<file path="config.mk">
export PLATFORM = sky130hd
export DESIGN_NAME = msp_frame_parser
export DESIGN_NICKNAME = d
export VERILOG_FILES = /design/src/rtl/core/msp_pkg.sv /design/src/rtl/core/msp_out_slice.sv /design/src/rtl/core/msp_frame_parser.sv
export SDC_FILE = /design/constraint.sdc
export NUM_CORES = 1
export LEC_CHECK = 0
export ABC_AREA = 1
export BUFFER_PORTS_ARGS = -buffer_cell sky130_fd_sc_hd__buf_4
export CORE_MARGIN = 2
export CORE_UTILIZATION = 64
export DETAILED_ROUTE_END_ITERATION = 6
export PLACE_DENSITY = 0.83
export SLEW_MARGIN = 0
export SYNTH_ARGS = -nofsm -noshare
export SYNTH_HDL_FRONTEND = slang
export SYNTH_SLANG_ARGS = --single-unit
export TNS_END_PERCENT = 30
</file>
<file path="constraint.sdc">
create_clock -name i_clk -period 12.54 [get_ports i_clk]
set_clock_uncertainty 0.2 [all_clocks]
set_input_delay 3.135 -clock i_clk [delete_from_list [all_inputs] [get_ports i_clk]]
set_output_delay 3.135 -clock i_clk [all_outputs]
set_load 0.005 [all_outputs]
</file>
<file path="src/rtl/core/msp_pkg.sv">
package msp_pkg;

    localparam logic [7:0] CRC_POLY   = 8'hD5;
    localparam logic [7:0] CHR_DOLLAR = 8'h24;
    localparam logic [7:0] CHR_M      = 8'h4D;
    localparam logic [7:0] CHR_X      = 8'h58;
    localparam logic [7:0] CHR_LT     = 8'h3C;
    localparam logic [7:0] CHR_GT     = 8'h3E;

    localparam logic KIND_PAYLOAD   = 1'b0;
    localparam logic KIND_FRAME_END = 1'b1;

    typedef enum logic [3:0] {
        PH_IDLE     = 4'd0,
        PH_HDR2     = 4'd1,
        PH_DIR      = 4'd2,
        PH_FLAGS    = 4'd3,
        PH_V2CMDLO  = 4'd4,
        PH_V2CMDHI  = 4'd5,
        PH_V2SIZELO = 4'd6,
        PH_V2SIZEHI = 4'd7,
        PH_V1SIZE   = 4'd8,
        PH_V1CMD    = 4'd9,
        PH_PAYLOAD  = 4'd10,
        PH_CHECK    = 4'd11
    } t_phase;

    typedef struct packed {
        logic        kind;
        logic [7:0]  data_byte;
        logic [15:0] byte_index;
        logic        frame_good;
        logic        version;
        logic        dir_to_host;
        logic [15:0] command_id;
        logic [15:0] payload_length;
        logic [7:0]  flag_bits;
    } t_result;

    function automatic logic [7:0] crc8_step(input logic [7:0] crc, input logic [7:0] b);
        logic [7:0] v;
        v = crc ^ b;
        for (int i = 0; i < 8; i++) begin
            v = {v[6:0], 1'b0} ^ (v[7] ? CRC_POLY : 8'h00);
        end
        return v;
    endfunction

endpackage

</file>
<file path="src/rtl/core/msp_out_slice.sv">
module msp_out_slice
    import msp_pkg::*;
(
    input  logic    i_clk,
    input  logic    i_rst_n,
    input  logic    i_valid,
    output logic    o_ready,
    input  t_result i_data,
    output logic    o_valid,
    input  logic    i_ready,
    output t_result o_data
);

    logic    r_main_valid, n_main_valid;
    logic    r_skid_valid, n_skid_valid;
    t_result r_main, n_main;
    t_result r_skid, n_skid;
    logic    w_push;

    assign o_ready = !r_skid_valid;
    assign w_push  = i_valid && o_ready;
    assign o_valid = r_main_valid;
    assign o_data  = r_main;

    always_comb begin
        n_main_valid = r_main_valid;
        n_skid_valid = r_skid_valid;
        n_main       = r_main;
        n_skid       = r_skid;
        if (!r_main_valid || i_ready) begin
            // advance: skid beat first, else the new beat
            n_main       = r_skid_valid ? r_skid : i_data;
            n_main_valid = r_skid_valid || w_push;
            n_skid_valid = 1'b0;
        end else if (w_push) begin
            n_skid       = i_data;
            n_skid_valid = 1'b1;
        end
    end

    always_ff @(posedge i_clk) begin
        if (!i_rst_n) begin
            r_main_valid <= 1'b0;
            r_skid_valid <= 1'b0;
        end else begin
            r_main_valid <= n_main_valid;
            r_skid_valid <= n_skid_valid;
        end
    end

    always_ff @(posedge i_clk) begin
        r_main <= n_main;
        r_skid <= n_skid;
    end

    a_skid_implies_main: assert property (@(posedge i_clk) disable iff (!i_rst_n)
        r_skid_valid |-> r_main_valid)
        else $error("skid holds a beat while output register is empty");

    a_stall_keeps_beat: assert property (@(posedge i_clk) disable iff (!i_rst_n)
        r_main_valid && !i_ready |=> r_main_valid && $stable(r_main))
        else $error("stalled output beat changed");

    a_stall_fills_skid: assert property (@(posedge i_clk) disable iff (!i_rst_n)
        r_main_valid && !i_ready && w_push |=> r_skid_valid)
        else $error("beat lost during stall");

endmodule

</file>
<file path="src/rtl/core/msp_frame_parser.sv">
// MSP v1/v2 frame parser.
// Input channel: one received byte per beat on i_rx_byte, handshake
// i_in_valid / o_in_ready. Output channel: zero or one result per input
// byte, handshake o_out_valid / i_out_ready, fields on o_kind, o_data_byte,
// o_byte_index, o_frame_good, o_version, o_dir_to_host, o_command_id,
// o_payload_length and o_flag_bits.
// Each payload byte is forwarded as a kind 0 result; the check byte yields a
// kind 1 result carrying the checksum (v1) or CRC-8 DVB-S2 (v2) verdict.
// Header, flags, command and size bytes produce no result.
// Each result is registered in the output slice. Throughput: one byte per
// cycle while o_in_ready is high; the header state machine and a one-byte
// CRC step sit between the input port and the output register.
// A two-entry output slice decouples the sides: while the receiver stalls,
// bytes that yield no result still pass and one more result is held, then
// o_in_ready drops until the receiver takes a beat.
// Reset (synchronous, active low) returns the parser to hunting for '$' and
// empties the output slice.
module msp_frame_parser
    import msp_pkg::*;
(
    input  logic        i_clk,
    input  logic        i_rst_n,
    input  logic        i_in_valid,
    output logic        o_in_ready,
    input  logic [7:0]  i_rx_byte,
    output logic        o_out_valid,
    input  logic        i_out_ready,
    output logic        o_kind,
    output logic [7:0]  o_data_byte,
    output logic [15:0] o_byte_index,
    output logic        o_frame_good,
    output logic        o_version,
    output logic        o_dir_to_host,
    output logic [15:0] o_command_id,
    output logic [15:0] o_payload_length,
    output logic [7:0]  o_flag_bits
);

    t_phase      r_phase, n_phase;
    logic        r_is_v2, n_is_v2;
    logic        r_dir_flag, n_dir_flag;
    logic [7:0]  r_flags_seen, n_flags_seen;
    logic [15:0] r_size_seen, n_size_seen;
    logic [15:0] r_command_seen, n_command_seen;
    logic [15:0] r_payload_count, n_payload_count;
    logic [7:0]  r_xor_sum, n_xor_sum;
    logic [7:0]  r_crc_sum, n_crc_sum;

    logic        w_accept;
    logic        w_res_valid;
    logic [7:0]  w_crc_next;
    logic [15:0] w_count_inc;
    t_result     w_res;
    t_result     w_out;

    assign w_accept    = i_in_valid && o_in_ready;
    assign w_crc_next  = crc8_step(r_crc_sum, i_rx_byte);
    assign w_count_inc = r_payload_count + 16'd1;

    always_comb begin
        n_phase         = r_phase;
        n_is_v2         = r_is_v2;
        n_dir_flag      = r_dir_flag;
        n_flags_seen    = r_flags_seen;
        n_size_seen     = r_size_seen;
        n_command_seen  = r_command_seen;
        n_payload_count = r_payload_count;
        n_xor_sum       = r_xor_sum;
        n_crc_sum       = r_crc_sum;
        case (r_phase)
            PH_HDR2: begin
                if (i_rx_byte == CHR_M) begin
                    n_is_v2 = 1'b0;
                    n_phase = PH_DIR;
                end else if (i_rx_byte == CHR_X) begin
                    n_is_v2 = 1'b1;
                    n_phase = PH_DIR;
                end else begin
                    n_phase = PH_IDLE;
                end
            end
            PH_DIR: begin
                if (i_rx_byte == CHR_LT || i_rx_byte == CHR_GT) begin
                    n_dir_flag      = (i_rx_byte == CHR_GT);
                    n_flags_seen    = '0;
                    n_size_seen     = '0;
                    n_command_seen  = '0;
                    n_payload_count = '0;
                    n_xor_sum       = '0;
                    n_crc_sum       = '0;
                    n_phase         = r_is_v2 ? PH_FLAGS : PH_V1SIZE;
                end else begin
                    n_phase = PH_IDLE;
                end
            end
            PH_FLAGS: begin
                n_flags_seen = i_rx_byte;
                n_crc_sum    = w_crc_next;
                n_phase      = PH_V2CMDLO;
            end
            PH_V2CMDLO: begin
                n_command_seen = {8'h00, i_rx_byte};
                n_crc_sum      = w_crc_next;
                n_phase        = PH_V2CMDHI;
            end
            PH_V2CMDHI: begin
                n_command_seen = {i_rx_byte, r_command_seen[7:0]};
                n_crc_sum      = w_crc_next;
                n_phase        = PH_V2SIZELO;
            end
            PH_V2SIZELO: begin
                n_size_seen = {8'h00, i_rx_byte};
                n_crc_sum   = w_crc_next;
                n_phase     = PH_V2SIZEHI;
            end
            PH_V2SIZEHI: begin
                n_size_seen = {i_rx_byte, r_size_seen[7:0]};
                n_crc_sum   = w_crc_next;
                n_phase     = (n_size_seen != 16'd0) ? PH_PAYLOAD : PH_CHECK;
            end
            PH_V1SIZE: begin
                n_size_seen = {8'h00, i_rx_byte};
                n_xor_sum   = r_xor_sum ^ i_rx_byte;
                n_phase     = PH_V1CMD;
            end
            PH_V1CMD: begin
                n_command_seen = {8'h00, i_rx_byte};
                n_xor_sum      = r_xor_sum ^ i_rx_byte;
                n_phase        = (r_size_seen != 16'd0) ? PH_PAYLOAD : PH_CHECK;
            end
            PH_PAYLOAD: begin
                if (r_is_v2) begin
                    n_crc_sum = w_crc_next;
                end else begin
                    n_xor_sum = r_xor_sum ^ i_rx_byte;
                end
                n_payload_count = w_count_inc;
                if (w_count_inc >= r_size_seen) begin
                    n_phase = PH_CHECK;
                end
            end
            PH_CHECK: begin
                n_phase = PH_IDLE;
            end
            default: begin
                n_phase = (i_rx_byte == CHR_DOLLAR) ? PH_HDR2 : PH_IDLE;
            end
        endcase
    end

    always_comb begin
        w_res_valid          = 1'b0;
        w_res.kind           = KIND_PAYLOAD;
        w_res.data_byte      = 8'h00;
        w_res.byte_index     = 16'd0;
        w_res.frame_good     = 1'b0;
        w_res.version        = r_is_v2;
        w_res.dir_to_host    = r_dir_flag;
        w_res.command_id     = r_command_seen;
        w_res.payload_length = r_size_seen;
        w_res.flag_bits      = r_flags_seen;
        case (r_phase)
            PH_PAYLOAD: begin
                w_res_valid      = w_accept;
                w_res.data_byte  = i_rx_byte;
                w_res.byte_index = r_payload_count;
            end
            PH_CHECK: begin
                w_res_valid      = w_accept;
                w_res.kind       = KIND_FRAME_END;
                w_res.frame_good = (i_rx_byte == (r_is_v2 ? r_crc_sum : r_xor_sum));
            end
            default: begin
                w_res_valid = 1'b0;
            end
        endcase
    end

    always_ff @(posedge i_clk) begin
        if (!i_rst_n) begin
            r_phase         <= PH_IDLE;
            r_is_v2         <= 1'b0;
            r_dir_flag      <= 1'b0;
            r_flags_seen    <= '0;
            r_size_seen     <= '0;
            r_command_seen  <= '0;
            r_payload_count <= '0;
            r_xor_sum       <= '0;
            r_crc_sum       <= '0;
        end else if (w_accept) begin
            r_phase         <= n_phase;
            r_is_v2         <= n_is_v2;
            r_dir_flag      <= n_dir_flag;
            r_flags_seen    <= n_flags_seen;
            r_size_seen     <= n_size_seen;
            r_command_seen  <= n_command_seen;
            r_payload_count <= n_payload_count;
            r_xor_sum       <= n_xor_sum;
            r_crc_sum       <= n_crc_sum;
        end
    end

    msp_out_slice u_out_slice (
        .i_clk   (i_clk),
        .i_rst_n (i_rst_n),
        .i_valid (w_res_valid),
        .o_ready (o_in_ready),
        .i_data  (w_res),
        .o_valid (o_out_valid),
        .i_ready (i_out_ready),
        .o_data  (w_out)
    );

    assign o_kind           = w_out.kind;
    assign o_data_byte      = w_out.data_byte;
    assign o_byte_index     = w_out.byte_index;
    assign o_frame_good     = w_out.frame_good;
    assign o_version        = w_out.version;
    assign o_dir_to_host    = w_out.dir_to_host;
    assign o_command_id     = w_out.command_id;
    assign o_payload_length = w_out.payload_length;
    assign o_flag_bits      = w_out.flag_bits;

    a_payload_in_range: assert property (@(posedge i_clk) disable iff (!i_rst_n)
        r_phase == PH_PAYLOAD |-> r_payload_count < r_size_seen)
        else $error("payload count reached declared size inside payload");

    a_payload_exit: assert property (@(posedge i_clk) disable iff (!i_rst_n)
        w_accept && r_phase == PH_PAYLOAD |=> r_phase == PH_PAYLOAD || r_phase == PH_CHECK)
        else $error("payload left without check byte");

    a_check_to_idle: assert property (@(posedge i_clk) disable iff (!i_rst_n)
        w_accept && r_phase == PH_CHECK |=> r_phase == PH_IDLE && o_out_valid)
        else $error("frame end not delivered or parser not back to hunting");

endmodule
</file>
== After elaboration in Yosys (flattened, before gate mapping) ==
Cells that the tools add are included.
Operators by class
  bitwise logic cells: 14
  mux-type cells: 35
  add/subtract/negate cells: 1
  equality and inequality tests: 21
  $lt $le $gt $ge: 1
  reductions and logical operators: 36
Operators with widths (count)
  8-bit two-way mux: 12
  16-bit case mux with 3 select lines: 2
  8-bit bitwise XOR: 10
  68-bit two-way mux: 1
  8-bit case mux with 3 select lines: 2
  4-bit case mux with 11 select lines: 1
  16-bit case mux with 2 select lines: 1
  16-bit nonzero test: 2
  8-bit by 6-bit == test with 1-bit output, second input constant: 3
  24-bit two-way mux: 1
  3-bit AND reduction: 6
  16-bit by 1-bit adder with 16-bit output, second input constant: 1
  4-bit by 3-bit == test with 1-bit output, second input constant: 4
  4-bit == test, second input constant: 4
  8-bit by 7-bit == test with 1-bit output, second input constant: 2
  16-bit greater-or-equal comparator: 1
  16-bit two-way mux: 1
  8-bit case mux with 2 select lines: 1
  4-bit AND reduction: 4
  4-bit two-way mux: 3
  3-bit nonzero test: 4
  2-bit nonzero test: 5
  2-bit OR reduction: 5
  4-bit by 2-bit == test with 1-bit output, second input constant: 2
  11 further kinds: 30
Storage, ports and cells
  bits in registers: 216
  input bits: 12
  word-level logic and storage cells: 139

== Logic depth before layout (Yosys ltp) ==
  depth in word-level cells: 19
  mapped depth: 19
  mapped depth without buffers: 19

== Modules after synthesis ==
From an unflattened synthesis, not the netlist that was laid out.
Second synthesis, totals
  cell total of the unflattened synthesis: 1065
  area total of the unflattened synthesis: 9889.5 µm²
Modules (own cells, without submodules)
  msp_out_slice: area each 5086.1 µm², times used 1, cells each 367
  msp_frame_parser: area each 4803.4 µm², times used 1, cells each 698

== Worst setup path after synthesis ==
No wires, ideal clock.
  path type: input -> register
  from: input i_out_ready
  to: register u_out_slice.r_skid[0] in the netlist's numbering, enable pin
  buffers on the path: 0
  slack: 4579 ps
  arrival: 7266 ps
  stages: 3
  data required time: 11846 ps
  path through: nor2_1 -> inv_1 -> nor2_1
On the way
  cells in the longest elaborated chain, start to end: 3
RTL lines
  start: declaration: line msp_frame_parser.sv:27  | input logic i_out_ready,
  1-bit logical OR: line msp_out_slice.sv:30  | if (!r_main_valid || i_ready) begin
  1-bit inverter (no line)
  2-bit AND reduction (no line)
  end signal: assignment: line msp_out_slice.sv:53  | r_skid <= n_skid;
  end: declaration: line msp_out_slice.sv:17  | t_result r_skid, n_skid;
No other way between the ends.
A chain may end at the register's enable or synchronous reset.

== Worst setup path in the final report ==
  from: register u_out_slice.r_skid_valid
  to: output o_in_ready
On the way
  cells in the longest elaborated chain, start to end: 1
RTL lines
  start: declaration: line msp_out_slice.sv:15  | logic r_skid_valid, n_skid_valid;
  start signal: assignment: line msp_out_slice.sv:47  | r_skid_valid <= n_skid_valid;
  1-bit logical NOT: line msp_out_slice.sv:20  | assign o_ready = !r_skid_valid;
  end: declaration: line msp_frame_parser.sv:24  | output logic o_in_ready,
No other way between the ends.

==> impl_results.md <==
- CTS max path bufs: 3
- Detailed Route WL: 21000 um
- CTS Buf Count: 22
- Diode count: 0
- CP max stage cell: buf_4
- Leak: 4.70 nW
- CP max FO: 87
- Clock Pin Slew Worst Setup and Hold Paths: 0.06 ns
- Die X: 128 um
- Critical path type: reg2out
- P&R area growth vs syn: 14.1%
- GRT Total Usage: 25.6%
- Syn Inst Count: 1070
- Vias in the first global route: 6854
- # port buffers: 81
- Iteration-0 DRC Markers: 680
- Clock Root Buffer: clkbuf_16
- Worst hold-check path type: reg2reg
- Largest net degree at the start of global routing: 88
- Synth warn: 0
- Nets: 1176
- Row count: 45
- Worst reg2reg setup slack: 8.84 ns
- Mapped Area: 9840 um2
- Final Non-Filler Cells: 1348
- # H-tree levels: 1
- Synth unique cells: 46
- Relative slew slack: 40.5%
- Share of cells above drive strength 1: 14.3%
- Final setup vio count: 0
- Hold_buf cts: 0
- Crit path DAT: 1.75 ns
- CTS tree: done
- Max Cap Viol: 0
- First-pass GRT wire length: 33500 um
- Setup TNS: 0 ns
- Drt via density: 5.52
- Critical-path cell list: buf_4, inv_2, buf_4
- Clock sink count: 216
- Die Area: 16400 um2
- Pwr Total: 1.48 mW
- Crit path top cell by count: buf_4
- Worst Setup SP: u_out_slice.r_skid_valid$_SDFFE_PP0P_
- Post-synthesis async set-or-reset flop share: 0%
- Origin of the critical flop-to-flop path: u_out_slice.r_skid_valid$_SDFFE_PP0P_
- Tcrit/Tclk final: 40.5%
- WL per Instance: 15.5 um
- Fin crit period: 5.08 ns
- Power Density: 132 nW/um2
- Io pins: 82
- Mapped Avg Cell Area: 9.20 um2
- Cells on worst reg2reg path: 8
- Residual DRC: 0
- Final Hold Violating Endpoints: 0
- CP endpoint kind: output port
- Maximum vdd drop: 0.102 mV
- Final GP Congestion: 0.932
- Worst-Skew Late Latency: 0.50 ns
- Outcome: completed
- Number of detailed-route iterations in the first pass: 5
- Initial antenna violation count: 0
- Core area: 15100 um2
- Post-DP HPWL: 13700 um
- Post-cts sizing count: 0
- Placed cells: 1308
- Synth Flop Type: edfxtp_1
- RSZ-0062 raised after global routing: false
- Startpoint types: flop
- Total grt overflow: 0
- Antenna-violating nets left: 0
- CP required: 9.20 ns
- Setup crit end: o_in_ready
- Core Util, Final: 74.4%
- Fmax: 197 MHz
- Effective utilization at floorplan: 65.2%
- Worst flop-to-flop path endpoint: u_out_slice.r_skid[67]$_DFFE_PP_
- EDFF count, synth: 136
- Yosys reg bits: 216
- Via count: 7446
- Sequential fraction of the synthesis area: 57.8%
- Die Ht: 128 um
- Slew Viols, Final: 0
- Worst Tran Pin Value: 0.893 ns
- Syn_nets: 1102
- Crit-path max cell delay: 0.66 ns
- Setup bufs post-CTS: 0
## worst min path at each step
stage / cells after the start / from / to / slack, ns
2_1_floorplan: 0 / r_size_seen[2]$_SDFFE_PN0P_ / u_out_slice.r_skid[10]$_DFFE_PP_ / 0.21
3_3_place_gp: 0 / r_size_seen[7]$_SDFFE_PN0P_ / u_out_slice.r_skid[15]$_DFFE_PP_ / 0.21
3_5_place_dp: 0 / r_dir_flag$_SDFFE_PN0P_ / u_out_slice.r_skid[40]$_DFFE_PP_ / 0.21
4_1_cts: 0 / r_size_seen[4]$_SDFFE_PN0P_ / u_out_slice.r_skid[12]$_DFFE_PP_ / 0.23
5_1_grt: 0 / r_size_seen[7]$_SDFFE_PN0P_ / u_out_slice.r_skid[15]$_DFFE_PP_ / 0.23
6_report: 0 / r_size_seen[4]$_SDFFE_PN0P_ / u_out_slice.r_skid[12]$_DFFE_PP_ / 0.23
## synthesized netlist by cell type (3+ instances only)
cell	count	share of area (%)
nand3_1	29	1.5
a21oi_2	5	0.44
edfxtp_1	136	41
buf_2	5	0.25
xor2_1	25	2.2
buf_6	5	0.57
a22oi_1	3	0.23
nand2_1	382	15
inv_2	5	0.19
nand4_1	13	0.83
nand3_2	7	0.71
a21oi_1	82	4.2
a211oi_1	10	0.76
dfxtp_1	80	16
ha_1	20	2.5
nor3_1	9	0.46
nor2_1	56	2.1
clkbuf_1	23	0.88
xnor2_1	4	0.36
o21ai_0	26	1.3
nor3_2	3	0.31
inv_1	96	3.7
nand2_2	9	0.57
## routing by layer
metal | vias to the layer above | GRT usage [%] | part of all wire (%)
met5 | - | 0 | 0
met4 | 0 | 7.37 | 2.2
met3 | 47 | 3.55 | 6.2
met2 | 263 | 44.2 | 49
met1 | 3465 | 34.1 | 42
li1 | 3671 | - | -
## state kept, by name, summed over array words and instances, names as in the netlist, 4 cells and up
register and count:
r_crc_sum 8, r_xor_sum 8, r_flags_seen 8, r_phase 4, r_size_seen 16, r_payload_count 16, u_out_slice.r_skid 68, r_command_seen 16
u_out_slice.o_data 68
## layout by cell type (no fill, tap or decap), types with 2 or more instances in the layout
| master | netlist | layout |
|---|---|---|
| nand2_1 | 382 | 382 |
| edfxtp_1 | 136 | 136 |
| inv_1 | 96 | 94 |
| buf_4 | 2 | 87 |
| a21oi_1 | 82 | 82 |
| dfxtp_1 | 80 | 79 |
| nor2_1 | 56 | 55 |
| nand3_1 | 29 | 29 |
| o21ai_0 | 26 | 26 |
| xor2_1 | 25 | 25 |
| clkbuf_16 | 0 | 23 |
| ha_1 | 20 | 20 |
| nand4_1 | 13 | 13 |
| a211oi_1 | 10 | 10 |
| nor3_1 | 9 | 9 |
| nand2_2 | 9 | 9 |
| clkinv_1 | 2 | 7 |
| inv_2 | 5 | 7 |
| nand3_2 | 7 | 7 |
| clkinv_2 | 0 | 6 |
| a21oi_2 | 5 | 5 |
| xnor2_1 | 4 | 4 |
| clkbuf_1 | 23 | 4 |
| nor3_2 | 3 | 3 |
| a22oi_1 | 3 | 3 |
| nor2_4 | 2 | 3 |
| and3_1 | 2 | 2 |
| o22ai_1 | 2 | 2 |
| nor2_2 | 2 | 2 |
| xnor3_1 | 2 | 2 |
| nor2_8 | 2 | 2 |
| nor4_1 | 2 | 2 |
| inv_6 | 2 | 2 |
| nand2_4 | 2 | 2 |
| o21ai_2 | 2 | 2 |
| o21ai_1 | 2 | 2 |
## worst max-delay path, delay by kind of cell (launching register included)
kind,cells,cell delay (ns)
buffers and inverters,3,0.89
flip-flops,1,0.32
## final cells by class
| type | instances | area (um2) |
|---|---|---|
| Sequential cell | 216 | 5690 |
| Timing Repair Buffer | 87 | 653 |
| Multi-Input combinational cell | 712 | 3570 |
| Clock buffer | 27 | 591 |
| Tap cell | 188 | 235 |
| Inverter | 105 | 404 |
| Clock inverter | 13 | 86.3 |
| Fill cell | 1077 | 3860 |
## power breakdown
part	leakage, nW	switching, mW	internal (mW)	total [mW]
logic	2.35	0.0711	0.0351	0.106
registers	2.01	0.00467	0.757	0.762
clock network	0.334	0.258	0.355	0.613
## cell families after synthesis
group	Yosys count	synth area share, %
AND/OR/NAND/NOR	521	22.5
flip-flops	216	57.8
buffers and inverters	142	6.04
AO/OA/AOI/OAI	140	8.16
XOR/XNOR	31	3.04
adder cells (fa/ha/maj)	20	2.54
## through the flow
| stage | hold WS [ns] | worst slack [ns] | instance area [um2] |
|---|---|---|---|
| 6_report | 0.228 | 7.46 | 11200 |
| 3_3_place_gp | 0.208 | 7.24 | 10600 |
| 2_1_floorplan | 0.208 | 4.58 | 9840 |
| 4_1_cts | 0.228 | 7.46 | 11200 |
| 3_5_place_dp | 0.213 | 7.16 | 10600 |
| 5_1_grt | 0.232 | 7.38 | 11200 |
Power figures use the tool's default switching activity.
